### src/sv/ttps_ram.sv
// ----------------------------------------------------------------------------
// ttps_ram: generic single-clock RAM
// One write port and one read port; read data is registered and holds while
// no read is issued.
// ----------------------------------------------------------------------------
module ttps_ram #(
   parameter int WIDTH = 8,
   parameter int DEPTH = 16
) (
   input  logic                     clock,
   input  logic                     wr_en,
   input  logic [$clog2(DEPTH)-1:0] wr_addr,
   input  logic [WIDTH-1:0]         wr_data,
   input  logic                     rd_en,
   input  logic [$clog2(DEPTH)-1:0] rd_addr,
   output logic [WIDTH-1:0]         rd_data_ff
);

   logic [WIDTH-1:0] mem [DEPTH];

   // Write port.
   always_ff @(posedge clock) begin
      if (wr_en) begin
         mem[wr_addr] <= wr_data;
      end
   end

   // Registered read port.
   always_ff @(posedge clock) begin
      if (rd_en) begin
         rd_data_ff <= mem[rd_addr];
      end
   end

endmodule

### config.mk
export PLATFORM = sky130hd
export DESIGN_NAME = ttps_ram
export DESIGN_NICKNAME = d
export VERILOG_FILES = /design/src/sv/ttps_ram.sv
export SDC_FILE = /design/constraint.sdc
export NUM_CORES = 1
export LEC_CHECK = 0
export BUFFER_PORTS_ARGS = -buffer_cell sky130_fd_sc_hd__buf_2
export CAP_MARGIN = 25
export CORE_UTILIZATION = 40
export DETAILED_ROUTE_END_ITERATION = 12
export HOLD_SLACK_MARGIN = 0.15
export REMOVE_ABC_BUFFERS = 1
export SETUP_SLACK_MARGIN = 0.3
export SLEW_MARGIN = 5
export SYNTH_ARGS = -nofsm -noshare
export SYNTH_HDL_FRONTEND = slang
export SYNTH_SLANG_ARGS = --single-unit
### constraint.sdc
create_clock -name clock -period 4.8 [get_ports clock]
set_input_delay 0.96 -clock clock [delete_from_list [all_inputs] [get_ports clock]]
set_output_delay 0.96 -clock clock [all_outputs]
set_load 0.1 [all_outputs]
# ---- Yosys cells after proc, flatten, opt, wreduce, memory -nomap -nowiden
# Memory sizes are Yosys's and may differ from the RTL's. A register that Yosys moved wholly into a read port is not among the register bits.
# Cells that the tools add are included.
dict set report word_totals {
  ff_bits 0
  ram_bits 128
  input_bits 19
  out_inout_bits 8
  elab_cells 3
  mem_count 1
}
# name depth word_bits rd rd_ports_with_merged_regs wr line_no
set memory_table {}
lappend memory_table {mem 16 8 1 1 1 19} ;# logic [WIDTH-1:0] mem [DEPTH];
dict set report op_classes {
  mux 2
}
# cell n
set op_table {}
lappend op_table {{1-bit two-way mux} 2}

# ---- Longest topological paths before layout
# Gate-level depths: netlist of the first run.
dict set report logic_depth {
  word_depth 2
  depth_mapped 5
  ltp_nobuf 3
}

# ---- Worst setup path before layout of the first run
# No wires, ideal clock.
dict set report synth_timing {
  path_type {input -> register}
  start {input wr_addr[2]}
  end {memory mem[0][0] (enable)}
  setup_ps 383
  arrival_ps 2070
  slack_ps 2347
  stages 2
  cell_sequence {or3b_2 -> nor3_1}
}
# item line_no
set synth_lines {}
lappend synth_lines {{from (decl)} 12} ;# input logic [$clog2(DEPTH)-1:0] wr_addr,
lappend synth_lines {{to (decl)} 19}
# No word-level cell before the write port.

==> results of run 1 <==
[cells by family after synthesis]
logic type,Yosys count
and+or+nand+nor,35
AOI/OAI and AO/OA,16
muxes,32
DFF,136
buffers and inverters,10
[power breakdown]
part	internal, mW	switching (mW)	leakage, nW
clock network	0.746	0.445	0.274
logic	0.0483	0.111	0.504
registers	1.34	0.00760	1.24
total	2.13	0.563	2.01
[path summary, 6_finish.rpt]
| kind | endpoint | startpoint | depth (start not counted) |
|---|---|---|---|
| max reg2reg | rd_data_ff[0]$_DFFE_PP_ | mem[1][0]$_DFFE_PP_ | 3 |
| min reg2reg | rd_data_ff[3]$_DFFE_PP_ | mem[12][3]$_DFFE_PP_ | 3 |
| max | rd_data_ff[2]$_DFFE_PP_ | rd_addr[0] | 5 |
| min | rd_data_ff[3]$_DFFE_PP_ | mem[12][3]$_DFFE_PP_ | 3 |
[metal layers]
| metal | global-route usage [%] | up-vias | wire length [um] | part of all wire, % |
|---|---|---|---|---|
| met5 | 0 | - | 0 | 0 |
| met4 | 7.95 | 0 | 161 | 1.6 |
| met3 | 5.50 | 16 | 675 | 6.6 |
| met2 | 26.2 | 74 | 4890 | 48 |
| met1 | 23.1 | 1268 | 4540 | 44 |
| li1 | - | 1063 | - | - |
[stage by stage]
step                      power (mW)  instance area (um2)  std cells
after global placement          1.53                 5520        421
after CTS                       2.72                 6080        454
after detailed placement        1.53                 5540        422
after global routing            2.78                 6080        454
final                           2.70                 6080        454
after floorplan                 1.46                 5140        219
[Yosys cell counts (2+ instances only)]
master / number / area share (%)
nor3_1: 4 / 0.38
mux4_1: 14 / 7.0
edfxtp_1: 136 / 78
clkdlybuf4s25_2: 3 / 0.57
nand2b_1: 2 / 0.24
a22oi_1: 16 / 2.3
nor2_1: 13 / 0.93
nand2_1: 9 / 0.65
buf_6: 3 / 0.65
nand3b_1: 2 / 0.29
buf_2: 3 / 0.29
mux4_2: 18 / 7.8
[registers in the layout, summed over array words and instances (netlist names)]
| register | cells |
|---|---|
| rd_data_ff | 8 |
| mem | 128 |
[tightest hold or removal path, cell delays in order (launching register included)]
cell and delay (ns):
edfxtp_1 0.31, mux4_2 0.23, a22oi_1 0.06, nand2_1 0.05
[area by class of cell]
type / count / area, um2 / share of cell area (%)
clock buffers: 18 / 429 / 7.06
clock inverters: 14 / 114 / 1.87
multi-input cells: 83 / 1060 / 17.4
flip-flops and latches: 136 / 4080 / 67.2
well taps: 172 / 215 / 3.54
repair buffers: 31 / 180 / 2.96
==> results.md, run 1 <==
* First-pass GRT wire length at 15,700 um
* Post-CTS sizing at 0
* Io pins at 27
* Worst Path Max Fanout at 21
* Clock Path Buffers at 2
* Routed Antenna Nets at 0
* Hold Path Class: flip-flop to flip-flop
* Finish-stage setup viols at 0
* Initial Util at 41.3%
* CTS tree: built
* Cell chain of the critical path: buf_2, buf_12, mux4_1, a22oi_1, nand2_1
* Max rail drop VDD at 0.232 mV
* Vias/cell at 5.33
* Worst-margin pin slew at 0.923 ns
* Slowest stage cell on the critical path: mux4_1
* Residual DRC at 0
* Final min period at 2.42 ns
* Slowest Stage Delay on Critical Path at 0.58 ns
* WL per Instance at 22.6 um
* Die area at 13,500 um2
* Final Cycle Share at 50.4%
* Core area at 12,700 um2
* Die Y at 116 um
* CP Class: primary input to flip-flop
* Rows at 41
* CP top delay family: buffers and inverters
* Clk Latency, worst-skew pair at 0.41 ns
* Most frequent cells in the layout: 136 x edfxtp_1, 26 x buf_2, 18 x mux4_2, 17 x clkbuf_16, 16 x a22oi_1
* GR Util All Layers at 17.4%
* RD Place Congestion at 0.701
* PortBufs at 26
* Setup bufs post-CTS at 0
* Initial antenna violation count at 0
* Mux share of post-synthesis cell area at 14.8%
* Syn avg cell area at 22.8 um2
* # fillers at 1,039
* Post-Synth XOR/XNOR Area at 0%
* Seq/Total Area, Yosys at 78.1%
* Top_reg_cell synth: edfxtp_1
* RSZ-0062 raised after global routing: no
* Die Width at 116 um
* Syn. warnings at 0
* Hold buffer count at cts at 0
* EDFF count, synth at 136
* CP startpoint kind: primary input
* Slew HR at 38.3%
* Synth Area in Compound Gates at 2.30%
* Max-Cap Viols at 0
* Setup TNS at 0 ns
* Worst slack, placed at 1.93 ns
* DR iter-0 viols at 249
* Largest net degree at the start of global routing at 33
* Synth Area in Simple Gates at 3.14%
* GRT overflow at 0
* Bufs and invs on worst path at 2
* Fmax at 414 MHz
* Post-synthesis adder-cell area fraction at 0%
* CTS H-tree lvls at 4
* Ys async rst share at 0%
* Post-DP HPWL at 6430 um
* Pwr dens at 444 nW/um2
* Clock root cell: clkbuf_16
* Critical Path End Type: flip-flop
* Mapped Cells at 229
* Area grow syn2layout at 16.3%
* Worst endpoint data arrival time at 2.58 ns
* DR vias at 2,421
* Outcome: finished clean
* Final Max Tran Viols at 0
* Synthesized flop and latch total at 136
* ANT cells at 0
* Detailed Route WL at 10,300 um
* Clk_skew at 0.00299 ns
* Nets at 288
* First drt pass iteration count at 4
* Distinct cells, synth at 18
* Number of global-route vias before repair at 2,524
* Final hold violation count at 0
* P_leak at 2.01 nW
* Largest family of logic cells by synthesized area: multiplexers
* Worst hold margin at 0.756 ns
* Netlist Area Pre-Place at 5230 um2
* Final core occ at 48.0%
* Internal reg-to-reg setup slack at 3.21 ns
* PnR worst setup slack at 2.38 ns
* CTS sink count at 136
* WP data required at 4.96 ns
* Num CTS Buffers at 17
* Reg clk slew, reported paths at 0.05 ns
* Commonest non-fill, non-tap cell in the layout: edfxtp_1
* Layout cell share with drive strength beyond 1 at 27.0%
No activity file was read; power rests on OpenSTA's default activity.
==> inputs of run 2 (changes only) <==
- clock period: 4.8 -> 2.05 ns (I/O delays scaled with it)
==> run 2 against run 1 <==
Effect of this change: clock skew rose by 0.0012 ns; first-iteration DRC count fell by 48%; critical endpoint is now rd_data_ff[7]; critical path depth fell by 4; die area did not move; via count rose by 0.70%; sequential power rose by 130%; register-to-register slack got worse by 2.7 ns; global-route usage fell by 1.1 points; largest power group unchanged; power rose by 130%.
==> results.md, run 2 (same netlist as run 1, synthesis figures left out) <==
* Outcome: finished clean
* Reg clk slew, reported paths at 0.05 ns (about the same)
* Critical Path End Type: primary output
* Largest reg by FF count: mem
* WL per Instance at 20.5 um (-9.4%)
* Worst Path Max Fanout at 1 (-95%)
* DR iter-0 viols at 130 (-48%)
* GR Util All Layers at 16.2% (-1.1 points)
* Worst-margin pin slew at 0.501 ns (-0.422 ns)
* Initial antenna violation count at 0 (unchanged)
* Setup TNS at 0 ns (unchanged)
* Top Registers: mem: 128 flops, rd_data_ff: 8 flops
* Max-Cap Viols at 0 (unchanged)
* Final Max Tran Viols at 0 (unchanged)
* Worst endpoint data arrival time at 1.24 ns (-1.34 ns)
* Worst r2r src: mem[0][3]$_DFFE_PP_
* Routed Antenna Nets at 0 (unchanged)
* DR vias at 2,438 (+0.70%)
* Final min period at 1.65 ns
* RSZ-0062 raised after global routing: no
* Initial Util at 41.3% (unchanged)
* Largest net degree at the start of global routing at 33 (unchanged)
* Nets at 311 (+8.0%)
* Die area at 13,500 um2 (unchanged)
* Max reg flops at 128 (unchanged)
* Area grow syn2layout at 19.6%
* # fillers at 1,056 (+1.6%)
* Rows at 41 (unchanged)
* Layout cell share with drive strength beyond 1 at 32.1% (+5.2 points)
* Slowest Stage Delay on Critical Path at 0.45 ns (-0.13 ns)
* Io pins at 27 (unchanged)
* Post-DP HPWL at 6450 um (+0.20%)
* CP top delay family: buffers and inverters
* RD Place Congestion at 0.779 (+11%)
* CTS tree: built
* Slew HR at 66.8% (+29 points)
* Clock root cell: clkbuf_16
* Final hold violation count at 0 (unchanged)
* Vias/cell at 5.11 (-4.2%)
* GRT overflow at 0 (unchanged)
* Worst R2R Path Depth at 3 (unchanged)
* WP data required at 1.64 ns (-3.32 ns)
* Min-Delay Path Depth at 1 (-2)
* Setup bufs post-CTS at 0 (unchanged)
* Final Cycle Share at 80.3%
* Max rail drop VDD at 0.404 mV (+74%)
* CP startpoint kind: flip-flop
* CTS sink count at 136 (unchanged)
* Most frequent cells in the layout: 136 x edfxtp_1, 26 x buf_2, 25 x buf_4, 18 x mux4_2, 17 x clkbuf_16
* P_leak at 2.13 nW (+5.7%)
* Worst slack, placed at 0.0501 ns (-1.88 ns)
* Clock Path Buffers at 2 (unchanged)
* Pwr dens at 989 nW/um2 (+120%)
* PortBufs at 26 (unchanged)
* Post-CTS sizing at 0 (unchanged)
* RR Endpoint: rd_data_ff[3]$_DFFE_PP_
* First drt pass iteration count at 4 (unchanged)
* Bufs and invs on worst path at 1 (-1)
* Die Width at 116 um (unchanged)
* ANT cells at 0 (unchanged)
* Clk_skew at 0.00422 ns (+0.00123 ns)
* Cell chain of the critical path: buf_2
* Clk Latency, worst-skew pair at 0.41 ns (about the same)
* Slowest stage cell on the critical path: buf_2
* Hold wc startpoint: rd_en
* CTS H-tree lvls at 4 (unchanged)
* PnR worst setup slack at 0.404 ns (-1.98 ns)
* Hold buffer count at cts at 0 (unchanged)
* Detailed Route WL at 9780 um (-4.8%)
* Finish-stage setup viols at 0 (unchanged)
* End point of the worst hold path: rd_data_ff[6]$_DFFE_PP_
* Hold Path Class: primary input to flip-flop
* Num CTS Buffers at 17 (unchanged)
* Residual DRC at 0 (unchanged)
* First-pass GRT wire length at 14,700 um (-6.4%)
* Number of global-route vias before repair at 2,531 (+0.28%)
* Die Y at 116 um (unchanged)
* Fmax at 608 MHz
* Commonest non-fill, non-tap cell in the layout: edfxtp_1
* Core area at 12,700 um2 (unchanged)
* Internal reg-to-reg setup slack at 0.53 ns (-2.68 ns)
* CP Class: flip-flop to primary output
run 2: cell types whose count changed in the layout (fill, tap and decap cells not counted), sizes merged:
cell / delta
clkinvlp: +1
bufinv: -1
buf: +23
run 2: worst max path at each step:
| stage | startpoint | end | slack [ns] | cells past startpoint |
|---|---|---|---|---|
| 6_report | rd_data_ff[7]$_DFFE_PP_ | rd_data_ff[7] | 0.40 | 1 |
| 5_1_grt | rd_data_ff[7]$_DFFE_PP_ | rd_data_ff[7] | 0.36 | 1 |
| 4_1_cts | rd_data_ff[7]$_DFFE_PP_ | rd_data_ff[7] | 0.37 | 1 |
| 3_5_place_dp | rd_addr[0] | rd_data_ff[5]$_DFFE_PP_ | 0.05 | 5 |
| 3_3_place_gp | rd_addr[0] | rd_data_ff[5]$_DFFE_PP_ | 0.05 | 5 |
| 2_1_floorplan | wr_addr[2] | mem[0][0]$_DFFE_PP_ | 0.15 | 2 |
run 2: power breakdown:
part	total [mW]	internal [mW]	switching, mW
combinational	0.391	0.130	0.261
sequential	3.15	3.14	0.0153
clock	2.64	1.62	1.02
run 2: routing by layer:
metal  vias to the layer above  GRT usage, %  share of wire (%)  wire (um)
met5                         -             0                  0          0
met4                         0          7.69                1.4        132
met3                        13          4.26                4.8        471
met2                        79          25.4                 48       4700
met1                      1238          21.3                 46       4470
li1                       1108             -                  -          -
run 2: through the flow:
stage | area (um2) | utilization [%] | hold slack [ns] | power (mW) | instances
after global routing | 6250 | 49.4 | 0.359 | 6.37 | 477
after floorplan | 5140 | - | 0.509 | 3.43 | 219
after global placement | 5730 | 45.3 | 0.727 | 3.60 | 445
after detailed placement | 5730 | 45.3 | 0.741 | 3.60 | 445
after CTS | 6250 | 49.4 | 0.350 | 6.23 | 477
final | 6250 | 49.4 | 0.368 | 6.19 | 477
run 2: layout make-up:
cell class	count	area [um2]	area share [%]
clock buffers	18	429	6.86
clock inverters	14	90.1	1.44
multi-input cells	83	1060	16.9
flip-flops and latches	136	4080	65.3
well taps	172	215	3.44
repair buffers	54	378	6.04
==> inputs of run 3 (changes only) <==
- ABC_AREA: default -> 1
- clock period: 2.05 -> 1.6 ns (I/O delays scaled with it)
==> run 3 against run 2 <==
Effect of this change: synthesized cell count is 140% higher; die area is 12% higher; clock power is 22% higher; worst hold slack worse by 0.079 ns; critical endpoint is now rd_data_ff[3]; critical path depth stayed put; combinational power is 57% higher; largest cell class unchanged; critical path type unchanged.
==> results.md, run 3 <==
* Seq pwr share at 51.4% (+0.5 points)
* Cell chain of the critical path: buf_6
* Worst endpoint data arrival time at 1.11 ns (-0.13 ns)
* Clk Latency, worst-skew pair at 0.42 ns (about the same)
* Min-Delay Path Depth at 1 (unchanged)
* Slowest stage cell on the critical path: edfxtp_1
* Most frequent cells in the layout: 173 x nand2_1, 136 x edfxtp_1, 100 x inv_1, 97 x nand3_1, 20 x buf_4
* Worst r2r src: mem[7][1]$_DFFE_PP_
* Core area at 14,100 um2 (+11%)
* Synthesized flop and latch total at 136 (unchanged)
* Nets at 615 (+98%)
* RD Place Congestion at 0.750 (-3.7%)
* GR Util All Layers at 18.5% (+2.2 points)
* Vias/cell at 4.80 (-6.2%)
* Top Registers: mem: 128 flops, rd_data_ff: 8 flops
* Hold Path Class: primary input to flip-flop
* Initial Util at 41.5% (+0.22 points)
* Netlist Area Pre-Place at 5850 um2 (+12%)
* Initial antenna violation count at 0 (unchanged)
* Worst R2R Path Depth at 6 (+3)
* Clk_skew at 0.00478 ns (+0.000561 ns)
* Final hold violation count at 0 (unchanged)
* Mapped Cells at 551 (+140%)
* Met1 WL at 5320 um (+19%)
* Final core occ at 48.2% (-1.2 points)
* Internal reg-to-reg setup slack at 0.50 ns (-0.03 ns)
* Max rail drop VDD at 0.731 mV (+81%)
* WL per Instance at 15.7 um (-23%)
* Syn. warnings at 0 (unchanged)
* Rows at 43 (+4.9%)
* RR Endpoint: rd_data_ff[1]$_DFFE_PP_
* CTS sink count at 136 (unchanged)
* Post-DP HPWL at 7980 um (+24%)
* GRT overflow at 0 (unchanged)
* ANT cells at 0 (unchanged)
* CP startpoint kind: flip-flop
* Final Cycle Share at 89.1%
* CP top delay family: flip-flops
* Pwr dens at 1160 nW/um2 (+17%)
* Top_reg_cell synth: edfxtp_1
* CTS tree: built
* Distinct cells, synth at 11 (-7)
* Max-Cap Viols at 0 (unchanged)
* Total power at 7.87 mW (+27%)
* Max reg flops at 128 (unchanged)
* Bufs and invs on worst path at 1 (unchanged)
* Slowest Stage Delay on Critical Path at 0.46 ns (about the same)
* Io pins at 27 (unchanged)
* Int Pwr at 6.11 mW (+25%)
* Outcome: finished clean
* Layout cell share with drive strength beyond 1 at 12.2% (-20 points)
* Slew HR at 58.8% (-8.0 points)
* Number of global-route vias before repair at 3,759 (+49%)
* Setup TNS at 0 ns (unchanged)
* Reg clk slew, reported paths at 0.05 ns (about the same)
* Cell taking the most area after synthesis: edfxtp_1
* CP Class: flip-flop to primary output
* Footprint of the multi-input gates at 1210 um2 (+15%)
* Clock Path Buffers at 2 (unchanged)
* Sw Share at 22.4% (+1.3 points)
* End point of the worst hold path: mem[12][6]$_DFFE_PP_
* DR iter-0 viols at 299 (+130%)
* Setup bufs post-CTS at 0 (unchanged)
* EDFF count, synth at 136 (unchanged)
* Detailed Route WL at 12,400 um (+27%)
* Finish-stage setup viols at 0 (unchanged)
* Residual DRC at 0 (unchanged)
* First drt pass iteration count at 5 (+1)
* WP data required at 1.28 ns (-0.36 ns)
* P_leak at 2.93 nW (+37%)
* Die area at 15,100 um2 (+12%)
* # fillers at 1,304 (+23%)
* Routed wl met3 at 611 um (+30%)
* Synth top cells by count: 173 x nand2_1, 136 x edfxtp_1, 100 x inv_1
* Syn avg cell area at 10.6 um2 (-54%)
* Worst-margin pin slew at 0.618 ns (+0.116 ns)
* RSZ-0062 raised after global routing: yes
* Largest net degree at the start of global routing at 65 (+97%)
* Count leader, synth: nand2_1
* Num CTS Buffers at 17 (unchanged)
* PortBufs at 26 (unchanged)
* Seq/Total Area, Yosys at 69.8% (-8.3 points)
* Combinational share of power at 7.8% (+1.5 points)
* Largest reg by FF count: mem
* Die Width at 123 um (+5.7%)
* Clock root cell: clkbuf_16
* Sw power at 1.76 mW (+35%)
* Final Max Tran Viols at 0 (unchanged)
* CTS H-tree lvls at 4 (unchanged)
* Die Y at 123 um (+5.7%)
* First-pass GRT wire length at 19,700 um (+34%)
* Critical Path End Type: primary output
* Met2 WL at 6030 um (+28%)
* Final min period at 1.43 ns
* Hold wc startpoint: wr_data[6]
* Clock power frac at 40.8% (-1.9 points)
* Top cell type's share of synthesized area at 69.8% (-8.3 points)
* Area contributors post-synth: edfxtp_1 70%, nand2_1 11%, nand3_1 8.3%
* Highest metal used: met4
* DR vias at 3,769 (+55%)
* Register area at 4080 um2 (unchanged)
* Commonest non-fill, non-tap cell in the layout: nand2_1
* Fmax at 701 MHz
* Ys async rst share at 0% (unchanged)
* Area grow syn2layout at 16.2%
* Routed Antenna Nets at 0 (unchanged)
* Worst Path Max Fanout at 1 (unchanged)
## run 3: cell count changes after synthesis, moves of 4 or more
| cell | change |
|---|---|
| nor3_1 | -4 |
| inv_1 | +100 |
| mux4_1 | -14 |
| nand2_1 | +164 |
| buf_2 | +10 |
| nand3_1 | +96 |
| mux4_2 | -18 |
| nor2_1 | +4 |
| a22oi_1 | -16 |
## run 3: routing by layer
layer / track usage, % / vias up
met4: 9.91 / 0
met1: 23.2 / 1773
li1: - / 1870
met5: 0 / -
met3: 4.11 / 25
met2: 29.8 / 101
## run 3: cells by family after synthesis
logic type / count (synthesis) / synth area share [%]
flip-flops: 136 / 69.8
AND/OR/NAND/NOR: 289 / 20.8
buffers and inverters: 126 / 9.39
## run 3: area by class of cell
type,instances,area share (%)
tap,180,3.32
clock buffer,22,6.54
clock inverter,7,0.479
multi-input combinational,289,17.9
timing repair buffer,50,6.04
inverter,102,5.64
sequential,136,60.1
## run 3: repair_timing
action                                  in CTS  in global routing
endpoints found under the setup margin       8                  8
hold endpoints to repair                     0                  0
resized for setup                           16                  0
gates cloned                                 0                  0
hold buffers                                 0                  0
## run 3: worst max path at each step
| stage | start | to | cells after the start |
|---|---|---|---|
| CTS | rd_data_ff[3]$_DFFE_PP_ | rd_data_ff[3] | 1 |
| finish | rd_data_ff[3]$_DFFE_PP_ | rd_data_ff[3] | 1 |
| global placement | rd_addr[0] | rd_data_ff[6]$_DFFE_PP_ | 8 |
| detailed placement | rd_addr[1] | rd_data_ff[1]$_DFFE_PP_ | 6 |
| global route | rd_data_ff[3]$_DFFE_PP_ | rd_data_ff[3] | 1 |
| floorplan | rd_addr[0] | rd_data_ff[2]$_DFFE_PP_ | 6 |
## run 3: power groups by stage
stage               combinational (mW)  clock (mW)  sequential [mW]
floorplan                        0.215           0             4.23
global placement                 0.590           0             4.11
detailed placement               0.598           0             4.12
CTS                              0.620        3.26             4.05
global route                     0.677        3.42             4.05
finish                           0.613        3.21             4.05
## run 3: stage by stage
step | instances | hold WS (ns) | setup slack [ns] | area [um2]
6_report | 786 | 0.289 | 0.174 | 6790
5_1_grt | 786 | 0.285 | 0.153 | 6790
4_1_cts | 786 | 0.279 | 0.169 | 6790
3_5_place_dp | 757 | 0.719 | 0.0548 | 6270
3_3_place_gp | 757 | 0.709 | 0.105 | 6270
2_1_floorplan | 527 | 0.419 | 0.159 | 5680
